File: config.mk
export PLATFORM = sky130hd
export DESIGN_NAME = qrt_blend
export DESIGN_NICKNAME = d
export VERILOG_FILES = /design/src/rtl/qrt_pkg.sv /design/src/rtl/qrt_blend.sv
export SDC_FILE = /design/constraint.sdc
export NUM_CORES = 2
export LEC_CHECK = 0
export ABC_AREA = 0
export BUFFER_PORTS_ARGS = -buffer_cell sky130_fd_sc_hd__clkbuf_2
export CELL_PAD_IN_SITES_DETAIL_PLACEMENT = 0
export CELL_PAD_IN_SITES_GLOBAL_PLACEMENT = 1
export CORE_UTILIZATION = 51
export CTS_BUF_LIST = sky130_fd_sc_hd__clkbuf_16
export CTS_CLUSTER_DIAMETER = 100
export CTS_CLUSTER_SIZE = 40
export DETAILED_ROUTE_END_ITERATION = 12
export GPL_TIMING_DRIVEN = 0
export MAX_ROUTING_LAYER = met4
export PLACE_DENSITY = 0.86
export SYNTH_ARGS = -nofsm -noshare
export SYNTH_HDL_FRONTEND = slang
export SYNTH_SLANG_ARGS = --single-unit
File: constraint.sdc
create_clock -name clk -period 10.78 [get_ports clk]
set_clock_uncertainty 0.05 [all_clocks]
set_input_delay 1.078 -clock clk [delete_from_list [all_inputs] [get_ports clk]]
set_output_delay 1.078 -clock clk [all_outputs]
set_load 0.05 [all_outputs]
File: src/rtl/qrt_pkg.sv
// Shared types and constants for the Q-routing next-hop table.
// Used by qrt_qmem, qrt_blend and the top level; depends on nothing else.
package qrt_pkg;

    localparam int DEF_MAX_NODES = 64;
    localparam int ID_W          = 6;
    localparam int COST_W        = 32;
    localparam int QADDR_W       = 2 * ID_W;
    localparam int QWORD_W       = COST_W + 1;

    localparam logic [2:0] REQ_TICK     = 3'd0;
    localparam logic [2:0] REQ_HELLO    = 3'd1;
    localparam logic [2:0] REQ_DATA     = 3'd2;
    localparam logic [2:0] REQ_FEEDBACK = 3'd3;
    localparam logic [2:0] REQ_DROP     = 3'd4;
    localparam logic [2:0] REQ_SEND     = 3'd5;

    localparam logic [2:0] CFG_MY_ID   = 3'd0;
    localparam logic [2:0] CFG_ALPHA   = 3'd1;
    localparam logic [2:0] CFG_EPSILON = 3'd2;
    localparam logic [2:0] CFG_INIT_Q  = 3'd3;
    localparam logic [2:0] CFG_TIMEOUT = 3'd4;
    localparam logic [2:0] CFG_PENALTY = 3'd5;

    // q table access from the sequencer; word is {known, cost}
    typedef struct packed {
        logic               rd_en;
        logic [QADDR_W-1:0] rd_addr;
        logic               wr_en;
        logic [QADDR_W-1:0] wr_addr;
        logic [QWORD_W-1:0] wr_data;
    } qmem_req_t;

endpackage

File: src/rtl/qrt_blend.sv
// Smoothing update old*(1-a) + reward*a with rounding and saturation.
// Depends on qrt_pkg.
module qrt_blend
    import qrt_pkg::*;
(
    input  logic              clk,
    input  logic              load,
    input  logic [COST_W-1:0] old_cost,
    input  logic [COST_W:0]   reward,
    input  logic [16:0]       alpha,
    output logic [COST_W-1:0] result
);

    logic [16:0] a;
    logic [16:0] inv_a;
    logic [48:0] p0_reg;
    logic [49:0] p1_reg;
    logic [50:0] sum;
    logic [34:0] shifted;

    // alpha above one acts as one
    assign a     = (alpha > 17'd65536) ? 17'd65536 : alpha;
    assign inv_a = 17'd65536 - a;

    always_ff @(posedge clk)
    begin
        if (load)
        begin
            p0_reg <= old_cost * inv_a;
            p1_reg <= reward * a;
        end
    end

    assign sum     = 51'(p0_reg) + 51'(p1_reg) + 51'd32768;
    assign shifted = sum[50:16];
    assign result  = (|shifted[34:32]) ? '1 : shifted[31:0];

endmodule

==> impl_summary.txt <==
----------------------------------------------------
[Placed design]
  Number of port buffers ... 76
  Worst slack at placement ... -2.16 ns
  RD Place Congestion ... 0.946
  HPWL reported at the end of detailed placement ... 101000 µm

[Clock tree]
  Clock-pin slew on the worst setup and hold paths ... 0.07 ns
  Clock net sink count ... 99
  Number of levels the H-tree was split into ... 3
  Buffer levels on the longest clock path ... 2
  Clock root buffer ... sky130_fd_sc_hd__clkbuf_16
  Inserted Clock Buffers ... 9
  Clock tree from TritonCTS ... yes

[Die]
  Die Footprint ... 0.0833 mm²
  Starting utilization of the core area ... 51.8%
  Die Span X ... 289 µm
  Num rows ... 104
  Core area ... 0.0809 mm²
  IO Pins ... 116
  Die H ... 289 µm

[Logic synthesis]
  Synth Area in Adders ... 53.9%
  Simple-Gate Fraction of Synth Area ... 16.0%
  Complex-gate fraction of the synthesized area ... 6.51%
  Syn. warnings ... 0
  Top-area cell type share of the netlist area ... 43.6%
  Post-Synthesis Cells ... 4893
  Average size of a mapped cell ... 8.57 µm²
  Flops & latches, synth ... 99
  Portion of the post-synthesis area used by sequential elements ... 7.09%
  Synthesized netlist net count ... 6234
  Cell area after synthesis ... 0.0419 mm²
  Cell variety after synth ... 74
  Most area-hungry cell type in the Yosys netlist ... sky130_fd_sc_hd__fa_1
  Multiplexer fraction of the synthesized cell area ... 0.0239%
  Post-synth EDFFs ... 99
  Dominant combinational cell family by area after synthesis ... adder cells
  Async set or reset register ratio after synthesis ... 0%
  Post-synth top flop ... sky130_fd_sc_hd__edfxtp_1
  Post-Synth XOR/XNOR Area ... 2.78%
  Leading post-synthesis cells by cell area ... sky130_fd_sc_hd__fa_1 44%, sky130_fd_sc_hd__inv_1 11%, sky130_fd_sc_hd__ha_1 10%

[Global routing]
  Pin count of the biggest net entering global routing ... 68
  Vias in the first global route ... 33161
  Antenna violations before repair ... 11
  Total global routing overflow ... 0
  Global-route wire length before repair ... 187000 µm
  Global routing usage summed across all routing layers ... 30.6%

[Worst hold path]
  Worst min-delay path endpoint ... p1_reg[0]$_DFFE_PP_
  Type of the most critical hold path ... in2reg
  Number of cells on the worst hold path ... 2
  Origin of the worst min-delay path ... reward[0]

[Worst setup path]
  Kind of end point of the critical path ... flop
  Largest stage delay, worst path ... 1.26 ns
  Required arrival time at the worst endpoint ... 10.88 ns
  Critical Path AT ... 10.70 ns
  Category of the worst setup path launch point ... input pin
  Largest driver fanout on the critical path ... 10
  CP most frequent cell ... sky130_fd_sc_hd__fa_1
  Cell type of the slowest stage on the worst timing path ... sky130_fd_sc_hd__xnor2_1
  Crit Path Category ... in2reg

[Detailed routing]
  Routed length per placed instance ... 19.5 µm
  Iter 0 DRT Violations ... 2422
  Avg Vias per Cell ... 5.39
  First-pass DRT Iterations ... 6
  Via total after detailed routing ... 32659
  Remaining number of nets flagged by the antenna check after routing ... 0
  Post-route DRC ... 0
  Total wirelength of the detailed-routed design ... 118000 µm

[Cells and area]
  Share of layout cells above drive strength 1 ... 3.87%
  Max FFs per register ... 50
  Layout overhead on the synthesized area ... 5.57%
  Number of nets in the layout ... 6328

[STA]
  Highest attainable clock frequency ... 94.3 MHz
  Number of max-slew violations in the final report ... 6
  Number of failing setup endpoints in the final timing report ... 0
  Worst-Margin Slew ... 1.63 ns
  Final worst-path cycle share ... 98.4%
  Slew headroom ... -9.26%
  Slack of the critical path ... 0.176 ns
  Worst hold slack ... 1.16 ns
  Tmin final ... 10.60 ns
  Hold violation total from the final report ... 0

[Outcome]
  Status ... finished with violations
  Failing checks ... capacitance limit, slew limit

[Job]
  Max Cap Violations ... 1

----------------------------------------------------
## how the worst max path moves through the flow
stage / startpoint / to / slack, ns / depth (start not counted)
final: alpha[1] / p0_reg[47]$_DFFE_PP_ / 0.18 / 31
after global routing: alpha[1] / p0_reg[35]$_DFFE_PP_ / -0.008 / 35
after CTS: alpha[1] / p0_reg[47]$_DFFE_PP_ / 0.007 / 35
after detailed placement: alpha[1] / p0_reg[46]$_DFFE_PP_ / -2.16 / 37
after global placement: alpha[1] / p0_reg[46]$_DFFE_PP_ / -2.13 / 37
after floorplan: alpha[0] / p0_reg[46]$_DFFE_PP_ / 1.20 / 35
## worst max-delay path, delay by kind of cell
family / cells / cell delay (ns)
buf+inv: 9 / 1.44
xor+xnor: 1 / 1.26
compound gates: 8 / 2.15
simple gates: 6 / 1.34
fa+ha+maj: 7 / 3.40
## metrics by stage
step	TNS [ns]	utilization (%)	instances	area, µm²
after detailed placement	-40.57	53.9	6030	43700
after global placement	-38.92	53.9	6029	43600
after global routing	-0.00751	54.7	6056	44200
final	0	54.7	6059	44300
after floorplan	0	-	4893	41900
after CTS	0	54.5	6050	44100
## kinds of logic after synthesis
group,Yosys count
buffers and inverters,1510
AND/OR/NAND/NOR,1488
adder cells (fa/ha/maj),1257
AO/OA/AOI/OAI,411
XOR/XNOR,127
flip-flops,99
multiplexers,1
## layer usage
layer	GRT usage, %	vias up	part of all wire (%)
met5	-	-	0
met4	10.0	0	3.8
met3	4.08	216	8.1
met2	47.4	1227	46
met1	41.6	16512	42
li1	-	14704	-
## cell usage in the layout (no fill, tap or decap), drive strengths merged, types with 5 or more instances in the layout
| cell type | count |
|---|---|
| inv | 1246 |
| nand2 | 944 |
| fa | 913 |
| ha | 344 |
| clkbuf | 249 |
| and2 | 209 |
| a21oi | 118 |
| buf | 110 |
| edfxtp | 99 |
| nor2 | 86 |
| a21o | 83 |
| xnor2 | 80 |
| o21ai | 66 |
| and3 | 55 |
| xor2 | 47 |
| nand3 | 40 |
| nand2b | 36 |
| nand4 | 31 |
| nor3 | 27 |
| nor2b | 24 |
| o21bai | 18 |
| a31oi | 15 |
| o21a | 15 |
| o211ai | 12 |
| a211oi | 10 |
| or3 | 9 |
| a221oi | 8 |
| diode | 7 |
| nor4 | 7 |
| or2 | 6 |
| o2111ai | 6 |
| o31ai | 6 |
| and4 | 5 |
| a211o | 5 |
| o41ai | 5 |
## layout make-up
cell class | count | area [µm²]
fillers | 7685 | 36700
multi-input cells | 3284 | 33300
inverters | 1243 | 4670
flip-flops and latches | 99 | 2970
well taps | 1060 | 1330
plain buffers | 263 | 1100
repair buffers | 87 | 510
clock buffers | 9 | 225
clock inverters | 7 | 81.3
diodes | 7 | 17.5
## cell usage after synthesis, drive strengths merged (4+ instances only)
master and instances:
nand2b 36, a21oi 118, nand2 944, o21ba 4
or2 6, o21bai 18, nor2 86, buf 104
a311oi 4, nor2b 24, edfxtp 99, o2111ai 6
nand3 40, fa 913, o41ai 5, nor4 7
o31ai 6, and3 55, clkbuf 163, a221oi 8
a211oi 10, nor3 27, o211ai 12, xor2 47
inv 1243, and2 209, o21a 15, a211o 5
a41oi 4, ha 344, xnor2 80, and4 5
o21ai 66, a31oi 15, a21o 83, nand4 31
a2111oi 4, or3 9
## what timing repair did
item                                    4_1_cts  5_1_grt
resized for setup                            24       16
setup buffers                                 6        4
hold buffers                                  0        0
endpoints found under the setup margin       31       16
pin swaps                                     2        6
Power is left out: the tool's default activity adds up to more than one toggle a clock period on the data nets, which glitch-free logic cannot reach.
