--- config.mk ---
export PLATFORM = sky130hd
export DESIGN_NAME = qrt_ram
export DESIGN_NICKNAME = d
export VERILOG_FILES = /design/src/rtl/qrt_ram.sv
export SDC_FILE = /design/constraint.sdc
export NUM_CORES = 1
export LEC_CHECK = 0
export ABC_AREA = 0
export BUFFER_PORTS_ARGS = -buffer_cell sky130_fd_sc_hd__buf_2
export CAP_MARGIN = 10
export CORE_MARGIN = 1
export CORE_UTILIZATION = 60
export CTS_CLUSTER_SIZE = 24
export DETAILED_ROUTE_END_ITERATION = 8
export GPL_ROUTABILITY_DRIVEN = 0
export MAX_ROUTING_LAYER = met4
export PLACE_DENSITY = 0.77
export SLEW_MARGIN = 20
export SYNTH_ARGS = -nofsm -noshare
export SYNTH_HDL_FRONTEND = slang
export SYNTH_SLANG_ARGS = --single-unit
--- constraint.sdc ---
create_clock -name clk -period 2.5 [get_ports clk]
set_input_delay 0.125 -clock clk [delete_from_list [all_inputs] [get_ports clk]]
set_output_delay 0.125 -clock clk [all_outputs]
set_load 0.01 [all_outputs]
--- src/rtl/qrt_ram.sv ---
// Simple one-write one-read synchronous RAM, registered read.
// Depends on nothing.
module qrt_ram #(
    parameter int W     = 16,
    parameter int DEPTH = 64
)
(
    input  logic                     clk,
    input  logic                     we,
    input  logic [$clog2(DEPTH)-1:0] waddr,
    input  logic [W-1:0]             wdata,
    input  logic [$clog2(DEPTH)-1:0] raddr,
    output logic [W-1:0]             rdata
);

    logic [W-1:0] mem [DEPTH];
    logic [W-1:0] rdata_reg;

    always_ff @(posedge clk)
    begin
        if (we)
            mem[waddr] <= wdata;
        rdata_reg <= mem[raddr];
    end

    assign rdata = rdata_reg;

endmodule

==> results of run 1 <==
==> area by class of cell <==
type / count / area [sq um] / area share, %
clock inverters: 54 / 439.2 / 0.9672
multi-input cells: 685 / 8249 / 18.17
flip-flops and latches: 1040 / 31070 / 68.42
diodes: 5 / 12.51 / 0.02756
repair buffers: 243 / 1949 / 4.293
well taps: 864 / 1081 / 2.381
clock buffers: 122 / 2606 / 5.740
==> worst max-delay path: cells and delay by family, from the launching register on <==
family	cells	cell delay (ns)
DFF	1	0.39
and+or+nand+nor	1	0.17
buffers and inverters	1	0.21
AOI/OAI and AO/OA	3	0.73
muxes	1	0.49
==> cells in the mapped netlist, types with 24 or more instances <==
library cell / n
buf_2: 36
mux2i_1: 85
edfxtp_1: 1024
nand3_1: 24
nor2_1: 72
mux4_2: 220
nand2_1: 59
mux2_2: 27
nor2b_1: 30
clkbuf_1: 24
a22oi_1: 39
==> through the flow <==
step / instance area (sq um) / total power (uW)
6_report: 45410 / 35430
3_3_place_gp: 42300 / 21570
2_1_floorplan: 40040 / 20720
5_1_grt: 45410 / 36320
3_5_place_dp: 42300 / 21620
4_1_cts: 45390 / 35560
==> routing by layer <==
layer  vias up  GRT usage (%)  share of wire, %
li1       8167              -                 -
met1     10350          40.09                37
met2      1254          45.61                49
met3       192          5.565                10
met4         0          10.23               3.5
met5         -              -                 0
==> power groups by stage <==
stage / combinational (uW) / clock, uW / sequential, uW
after floorplan: 999 / 0 / 19700
after global placement: 1840 / 0 / 19700
after detailed placement: 1890 / 0 / 19700
after CTS: 1920 / 14300 / 19400
after global routing: 2010 / 14900 / 19400
final: 1920 / 14100 / 19400
==> final timing paths <==
check	slack, ns	cells past startpoint	to
setup / recovery	0.39	6	rdata[13]
hold / removal	0.02	1	mem[5][3]
setup reg to reg	0.39	6	rdata[13]
hold reg to reg	0.85	5	rdata[10]
==> kinds of logic (layout without fill, tap and decap cells) <==
group | Yosys count | after routing | share of synthesized area (%)
other | 0 | 5 | 0
DFF | 1040 | 1040 | 77.59
buffers and inverters | 104 | 419 | 1.831
muxes | 336 | 336 | 15.52
AOI/OAI and AO/OA | 129 | 129 | 2.409
and+or+nand+nor | 220 | 220 | 2.647
==> what timing repair did <==
item	CTS	global route
endpoints found under the hold margin	77	0
hold buffers	5	0
setup endpoints to repair	0	0
==> flow_metrics.tcl, run 1 <==
set metrics [dict create \
    outcome "completed" \
    crit_chain "mux4_2 -> nor2b_1 -> a211o_1 -> a31oi_1 -> buf_4 -> a311oi_1" \
    synthCells 1829 \
    grt_pass1_wl_um 137200 \
    pwr_density_cell_mw_per_mm2 780.4 \
    hold_ws_ns 0.02469 \
    max_freq_ghz 0.4733 \
    skew_ns 0.02615 \
    portBuffers 45 \
    p_comb_share_pct 5.4 \
    die_w_um 260.3 \
    cts.sinks 1040 \
    final_nets 2099 \
    netlist_top_cells_area "edfxtp_1 (77%), mux4_2 (12%), mux2i_1 (2.1%), dfxtp_1 (0.80%), mux2_2 (0.76%)" \
    pre_cts_slack_ns -0.04245 \
    cp-start-kind "flop" \
    setup.worst_path.start "mem[10][13]" \
    clk_pin_slew_ns 0.06 \
    synth_area_leader_cell "edfxtp_1" \
    area_delta_synth_final_pct 13.40 \
    clock_latency_ns 0.65 \
    cp.required_ns 3.00 \
    rsz0062_at_grt "no" \
    largest_register_ffs 1024 \
    vias 19963 \
    power_frac_clock_pct 39.9 \
    grt_max_degree 65 \
    core_area_sq_mm 0.06586 \
    ys_seq_area_share_pct 77.59 \
    antenna_left 0 \
    hpwl_um 56540 \
    fillers 3902 \
    cts-root-buf "clkbuf_16" \
    wl_um 93900 \
    wl_per_cell_um 31.17 \
    start_util_pct 60.80 \
    post-route-util_pct 68.94 \
    place_inst 2827 \
    max_cap_violations 0 \
    grtUsageTotal_pct 29.52 \
    rows 94 \
    hp-start "wdata[3]" \
    hold_viol 0 \
    async_flop_share_pct 0 \
    clock_path_buffers 3 \
    p_int_uw 28050 \
    ioPinCount 46 \
    cts_setup_buffers 0 \
    setup_viol 0 \
    synth-seq-cells 1040 \
    peakVddDrop_uv 576.3 \
    final_common_cell "edfxtp_1" \
    cp_max_fo 1 \
    report.final.slew_viol_count 0 \
    r2r_start "mem[10][13]" \
    synth-main-ff-cell "edfxtp_1" \
    route.detailed.drc 0 \
    cts_tree "done" \
    drive_above_1_share_pct 29.10 \
    post_cts_resized 0 \
    syn-num-nets 1859 \
    sw_frac_of_total_pct 20.83 \
    grt_pass1_vias 20073 \
    final_cell_mix "edfxtp_1 (1024), mux4_2 (220), buf_4 (177)" \
    worstMarginPinSlew_ns 1.051 \
    seqPwrFrac_pct 54.7 \
    tns_ns 0 \
    synth_cell_types 43 \
    yosysWarnings 0 \
    p_sw_uw 7381 \
    cts_htree_levels 3 \
    drt-pass1-iter-count 5 \
    avgSynthCellArea_sq_um 21.89 \
    worstSetupEndpointType "flop" \
    overflow 0 \
    antenna_found_initial 5 \
    instances_no_fill 3013 \
    p_leak_uw 0.01467 \
    syn_area_sq_mm 0.04004 \
    vias_per_cell 6.626 \
    crit_type "reg -> reg" \
    setup_ws_ns 0.3872 \
    slew_headroom_pct 29.79 \
    layout_min_cycle_time_ns 2.113 \
    hold_class "in -> reg" \
    period_share_pct 84.51 \
    synth_top_cell_area_share_pct 76.79 \
    synth-edff-count 1024 \
    cp.arrival_ns 2.62 \
    slowest_delay_ns 0.49 \
    dieArea_sq_mm 0.06777 \
    slowest_stage "mux4_2" \
    chipHeight_um 260.3 \
    cts_made_buffers 99 \
    drtIter0Drc 2683 \
]
(Power assumes the default switching activity.)
==> inputs of run 2 (changes only) <==
- clock period: 2.5 -> 1.96 ns (I/O delays scaled with it)
==> flow_metrics.tcl, run 2 (synthesis gave the netlist of run 1 again) <==
set metrics [dict create \
    start_util_pct 60.80 \
    max_freq_ghz 0.5198 \
    cp_max_fo 1 \
    p_comb_share_pct 5.7 \
    cp.arrival_ns 2.48 \
    peakVddDrop_uv 758.4 \
    grt_pass1_wl_um 138800 \
    clock_latency_ns 0.67 \
    report.final.slew_viol_count 0 \
    antenna_left 0 \
    power_frac_clock_pct 41.5 \
    outcome "complete, but fails checks" \
    worstSetupEndpointType "flop" \
    pwr_density_cell_mw_per_mm2 1002 \
    instances_no_fill 3091 \
    final_nets 2169 \
    area_delta_synth_final_pct 16.71 \
    cp.required_ns 2.52 \
    grt_pass1_vias 20373 \
    cts_made_buffers 98 \
    rows 94 \
    setup_ws_ns 0.03632 \
    ioPinCount 46 \
    final_common_cell "edfxtp_1" \
    power.total_uw 46810 \
    setup_viol 0 \
    p_int_uw 36920 \
    chipHeight_um 260.3 \
    slew_headroom_pct 49.71 \
    drt-pass1-iter-count 6 \
    clk_pin_slew_ns 0.06 \
    skew_ns 0.02141 \
    dieArea_sq_mm 0.06777 \
    vias 20345 \
    p_leak_uw 0.01530 \
    drtIter0Drc 2608 \
    vias_per_cell 6.582 \
    hold_viol 7 \
    overflow 0 \
    sw_frac_of_total_pct 21.13 \
    p_sw_uw 9889 \
    place_inst 2890 \
    wl_per_cell_um 30.91 \
    period_share_pct 98.15 \
    cts_tree "done" \
    cts_setup_buffers 0 \
    core_area_sq_mm 0.06586 \
    hold_ws_ns -0.01171 \
    violations "hold timing" \
    die_w_um 260.3 \
    cts_htree_levels 3 \
    worstMarginPinSlew_ns 0.7526 \
    wl_um 95550 \
    hpwl_um 57560 \
    clock_path_buffers 3 \
    grt_max_degree 65 \
    route.detailed.drc 0 \
    seqPwrFrac_pct 52.8 \
    pre_cts_slack_ns -0.3034 \
    hold_class "in -> reg" \
    cts.sinks 1040 \
    drive_above_1_share_pct 32.19 \
    crit_type "reg -> reg" \
    placed_cell_area_sq_mm 0.04324 \
    max_cap_violations 0 \
    largest_register_ffs 1024 \
    cp-start-kind "flop" \
    antenna_found_initial 3 \
    layout_min_cycle_time_ns 1.924 \
    fin_area_sq_mm 0.04673 \
    grtUsageTotal_pct 29.80 \
    final_cell_mix "edfxtp_1 (1024), mux4_2 (220), buf_4 (204)" \
    portBuffers 45 \
    tns_ns 0 \
    cts-root-buf "clkbuf_16" \
]
## run 2: cell type report
type / count / area (sq um)
flip-flops and latches: 1040 / 31070
clock inverters: 65 / 768.2
multi-input cells: 685 / 8293
well taps: 864 / 1081
diodes: 3 / 7.507
fillers: 3730 / 19130
repair buffers: 314 / 2968
clock buffers: 120 / 2545
## run 2: worst paths after layout
check	from	end	slack (ns)	depth (start not counted)
setup / recovery	mem[30][12]	rdata[12]	0.04	5
hold / removal	wdata[5]	mem[28][5]	-0.01	1
setup reg to reg	mem[30][12]	rdata[12]	0.04	5
hold reg to reg	mem[33][13]	rdata[13]	0.91	3
## run 2: metal layers
| metal | GRT usage, % | vias up | wire length [um] |
|---|---|---|---|
| li1 | - | 8306 | - |
| met1 | 40.16 | 10624 | 35290 |
| met2 | 46.45 | 1193 | 47040 |
| met3 | 4.681 | 222 | 9235 |
| met4 | 11.70 | 0 | 3992 |
| met5 | - | - | 0 |
## run 2: timing repair
item                                    in CTS  in global routing
endpoints found under the setup margin       1                  7
pin swaps                                    0                  9
endpoints found under the hold margin      520                  0
hold buffers                                13                  0
cloned                                       0                  0
gates resized for setup                      1                  7
## run 2: critical path, cell delays in order (launching register included)
cell and delay, ns:
edfxtp_1 0.38, mux4_2 0.49, mux2_2 0.30, nand2_1 0.15, nand4_1 0.21, and4_1 0.28
## run 2: power groups by stage
| stage | registers [uW] | logic (uW) | clock network (uW) |
|---|---|---|---|
| finish | 24700 | 2670 | 19400 |
| global route | 24700 | 2790 | 20400 |
| CTS | 24700 | 2650 | 19600 |
| detailed placement | 25200 | 2600 | 0 |
| global placement | 25200 | 2540 | 0 |
| floorplan | 25200 | 1280 | 0 |
## run 2: through the flow
stage / hold WS, ns / utilization, %
floorplan: 0.1969 / -
finish: -0.01171 / 70.95
detailed placement: 0.4907 / 65.64
global route: 0.004267 / 70.95
global placement: 0.4560 / 65.64
CTS: 0.004874 / 70.88
==> inputs of run 3 (changes only) <==
- CELL_PAD_IN_SITES_DETAIL_PLACEMENT: default -> 0
- CELL_PAD_IN_SITES_GLOBAL_PLACEMENT: default -> 1
- CORE_UTILIZATION: 60 -> 56
- PLACE_DENSITY: 0.77 -> 0.8
==> flow_metrics.tcl, run 3 (synthesis gave the netlist of run 1 again) <==
set metrics [dict create \
    vias_per_cell 6.340 \
    final_common_cell "edfxtp_1" \
    report.final.slew_viol_count 0 \
    drt-pass1-iter-count 5 \
    cts-root-buf "clkbuf_16" \
    hold_viol 0 \
    violations "setup timing" \
    drtIter0Drc 2382 \
    seqCellArea_sq_mm 0.03107 \
    area_delta_synth_final_pct 17.30 \
    cp_max_fo 1 \
    pwr_density_cell_mw_per_mm2 987.7 \
    vias 20111 \
    worstMarginPinSlew_ns 1.120 \
    wl_um 95400 \
    crit_type "reg -> reg" \
    grt_max_degree 65 \
    r2r_setup_slack_ns -0.0002 \
    setup_ws_ns -0.0001577 \
    cts_tree "done" \
    hpwl_um 59840 \
    cp-start-kind "flop" \
    worstSetupEndpointType "flop" \
    max_cap_violations 0 \
    core_area_sq_mm 0.07039 \
    grt_pass1_vias 20124 \
    cp.arrival_ns 2.50 \
    die_w_um 269.4 \
    overflow 0 \
    period_share_pct 100.0 \
    grtUsageTotal_pct 27.47 \
    setup_viol 1 \
    wl_per_cell_um 30.08 \
    cts.sinks 1040 \
    slew_headroom_pct 25.20 \
    largest_register_ffs 1024 \
    reg2reg_to "rdata[15]" \
    pre_cts_slack_ns -0.5333 \
    drive_above_1_share_pct 32.43 \
    seqPwrFrac_pct 53.2 \
    cts_made_buffers 101 \
    rr_worst_depth 6 \
    clock_path_buffers 3 \
    antenna_left 0 \
    hold_class "in -> reg" \
    fillers 4433 \
    power_frac_clock_pct 41.1 \
    cts_htree_levels 3 \
    outcome "complete, but fails checks" \
    final_nets 2173 \
    route.detailed.drc 0 \
    portBuffers 45 \
    sw_frac_of_total_pct 20.96 \
    dieArea_sq_mm 0.07258 \
    r2r_start "mem[31][15]" \
    tns_ns -0.0001577 \
    p_leak_uw 0.01526 \
    rows 97 \
    chipHeight_um 269.4 \
    hold_depth 1 \
    worstHoldEndpoint "mem[36][12]" \
    hp-start "wdata[12]" \
    start_util_pct 56.88 \
    max_freq_ghz 0.5102 \
    p_sw_uw 9723 \
    ioPinCount 46 \
    skew_ns 0.02490 \
    p_comb_share_pct 5.7 \
    cp.required_ns 2.50 \
    layout_min_cycle_time_ns 1.960 \
    p_int_uw 36670 \
    multi_input_area_sq_mm 0.008354 \
    clock_latency_ns 0.66 \
    grt_pass1_wl_um 138400 \
    final_cell_mix "edfxtp_1 (1024), mux4_2 (220), buf_4 (194)" \
    antenna_found_initial 10 \
    peakVddDrop_uv 836.5 \
    clk_pin_slew_ns 0.06 \
]
==> run 3: changes by cell type in the layout (fill, tap and decap cells not counted), moves of 3 or more <==
cell,before,now
buf_12,53,63
buf_4,204,194
clkbuf_16,98,104
diode_2,3,9
bufinv_16,14,9
clkbuf_1,21,16
clkinv_1,13,18
clkinvlp_4,2,7
clkinv_4,5,1
mux2i_1,84,80
a31oi_4,0,3
clkinv_2,24,21
mux2i_2,1,4
==> run 3: what timing repair did <==
item,4_1_cts,5_1_grt
hold buffers,13,0
endpoints found under the hold margin,409,0
pin swaps,3,2
setup endpoints to repair,5,5
gates resized for setup,11,7
buffers inserted,0,0
==> run 3: worst max-delay path by stage <==
stage,start,slack (ns),to,cells past startpoint
after global placement,raddr[0],-0.54,rdata[4],9
after global routing,mem[30][4],-0.003,rdata[4],6
after CTS,mem[30][4],0.002,rdata[4],6
final,mem[31][15],-0.0002,rdata[15],6
after detailed placement,raddr[0],-0.53,rdata[4],9
after floorplan,waddr[5],-0.1,mem[39][0],4
==> run 3: power groups by stage <==
stage / Sequential, uW / Clock, uW / Combinational (uW)
floorplan: 25200 / 0 / 1280
global route: 24700 / 20100 / 2770
CTS: 24700 / 19300 / 2640
global placement: 25200 / 0 / 2540
detailed placement: 25200 / 0 / 2580
finish: 24700 / 19000 / 2650
==> run 3: per-layer routing <==
layer  track usage, %  up-vias  share of wire [%]
li1                 -     8318                  -
met1            38.04    10608                 40
met2            41.51     1016                 48
met3            4.738      169                8.7
met4            10.35        0                3.8
met5                -        -                  0
==> run 3: area by class of cell <==
class                           count  share of cell area (%)
Antenna cell                        9                 0.04795
Clock buffer                      122                   5.727
Clock inverter                     61                   1.188
Multi-Input combinational cell    685                   17.79
Sequential cell                  1040                   66.15
Tap cell                          940                   2.504
Timing Repair Buffer              315                   6.596
==> run 3: worst max-delay path: stages, from the launching register on <==
cell,delay (ns)
edfxtp_1,0.37
mux4_2,0.49
mux2i_2,0.34
nand3_1,0.18
a31oi_1,0.23
buf_4,0.19
a311oi_1,0.05
==> run 3: metrics by stage <==
step	utilization (%)	hold WS [ns]	cells	instance area, sq um	total power, uW
CTS	66.63	0.01619	3163	46900	46580
floorplan	-	0.1969	1829	40050	26430
finish	66.72	0.05647	3172	46970	46390
detailed placement	61.74	0.4614	2967	43460	27750
global route	66.71	0.03918	3169	46960	47550
global placement	61.74	0.4481	2967	43460	27690
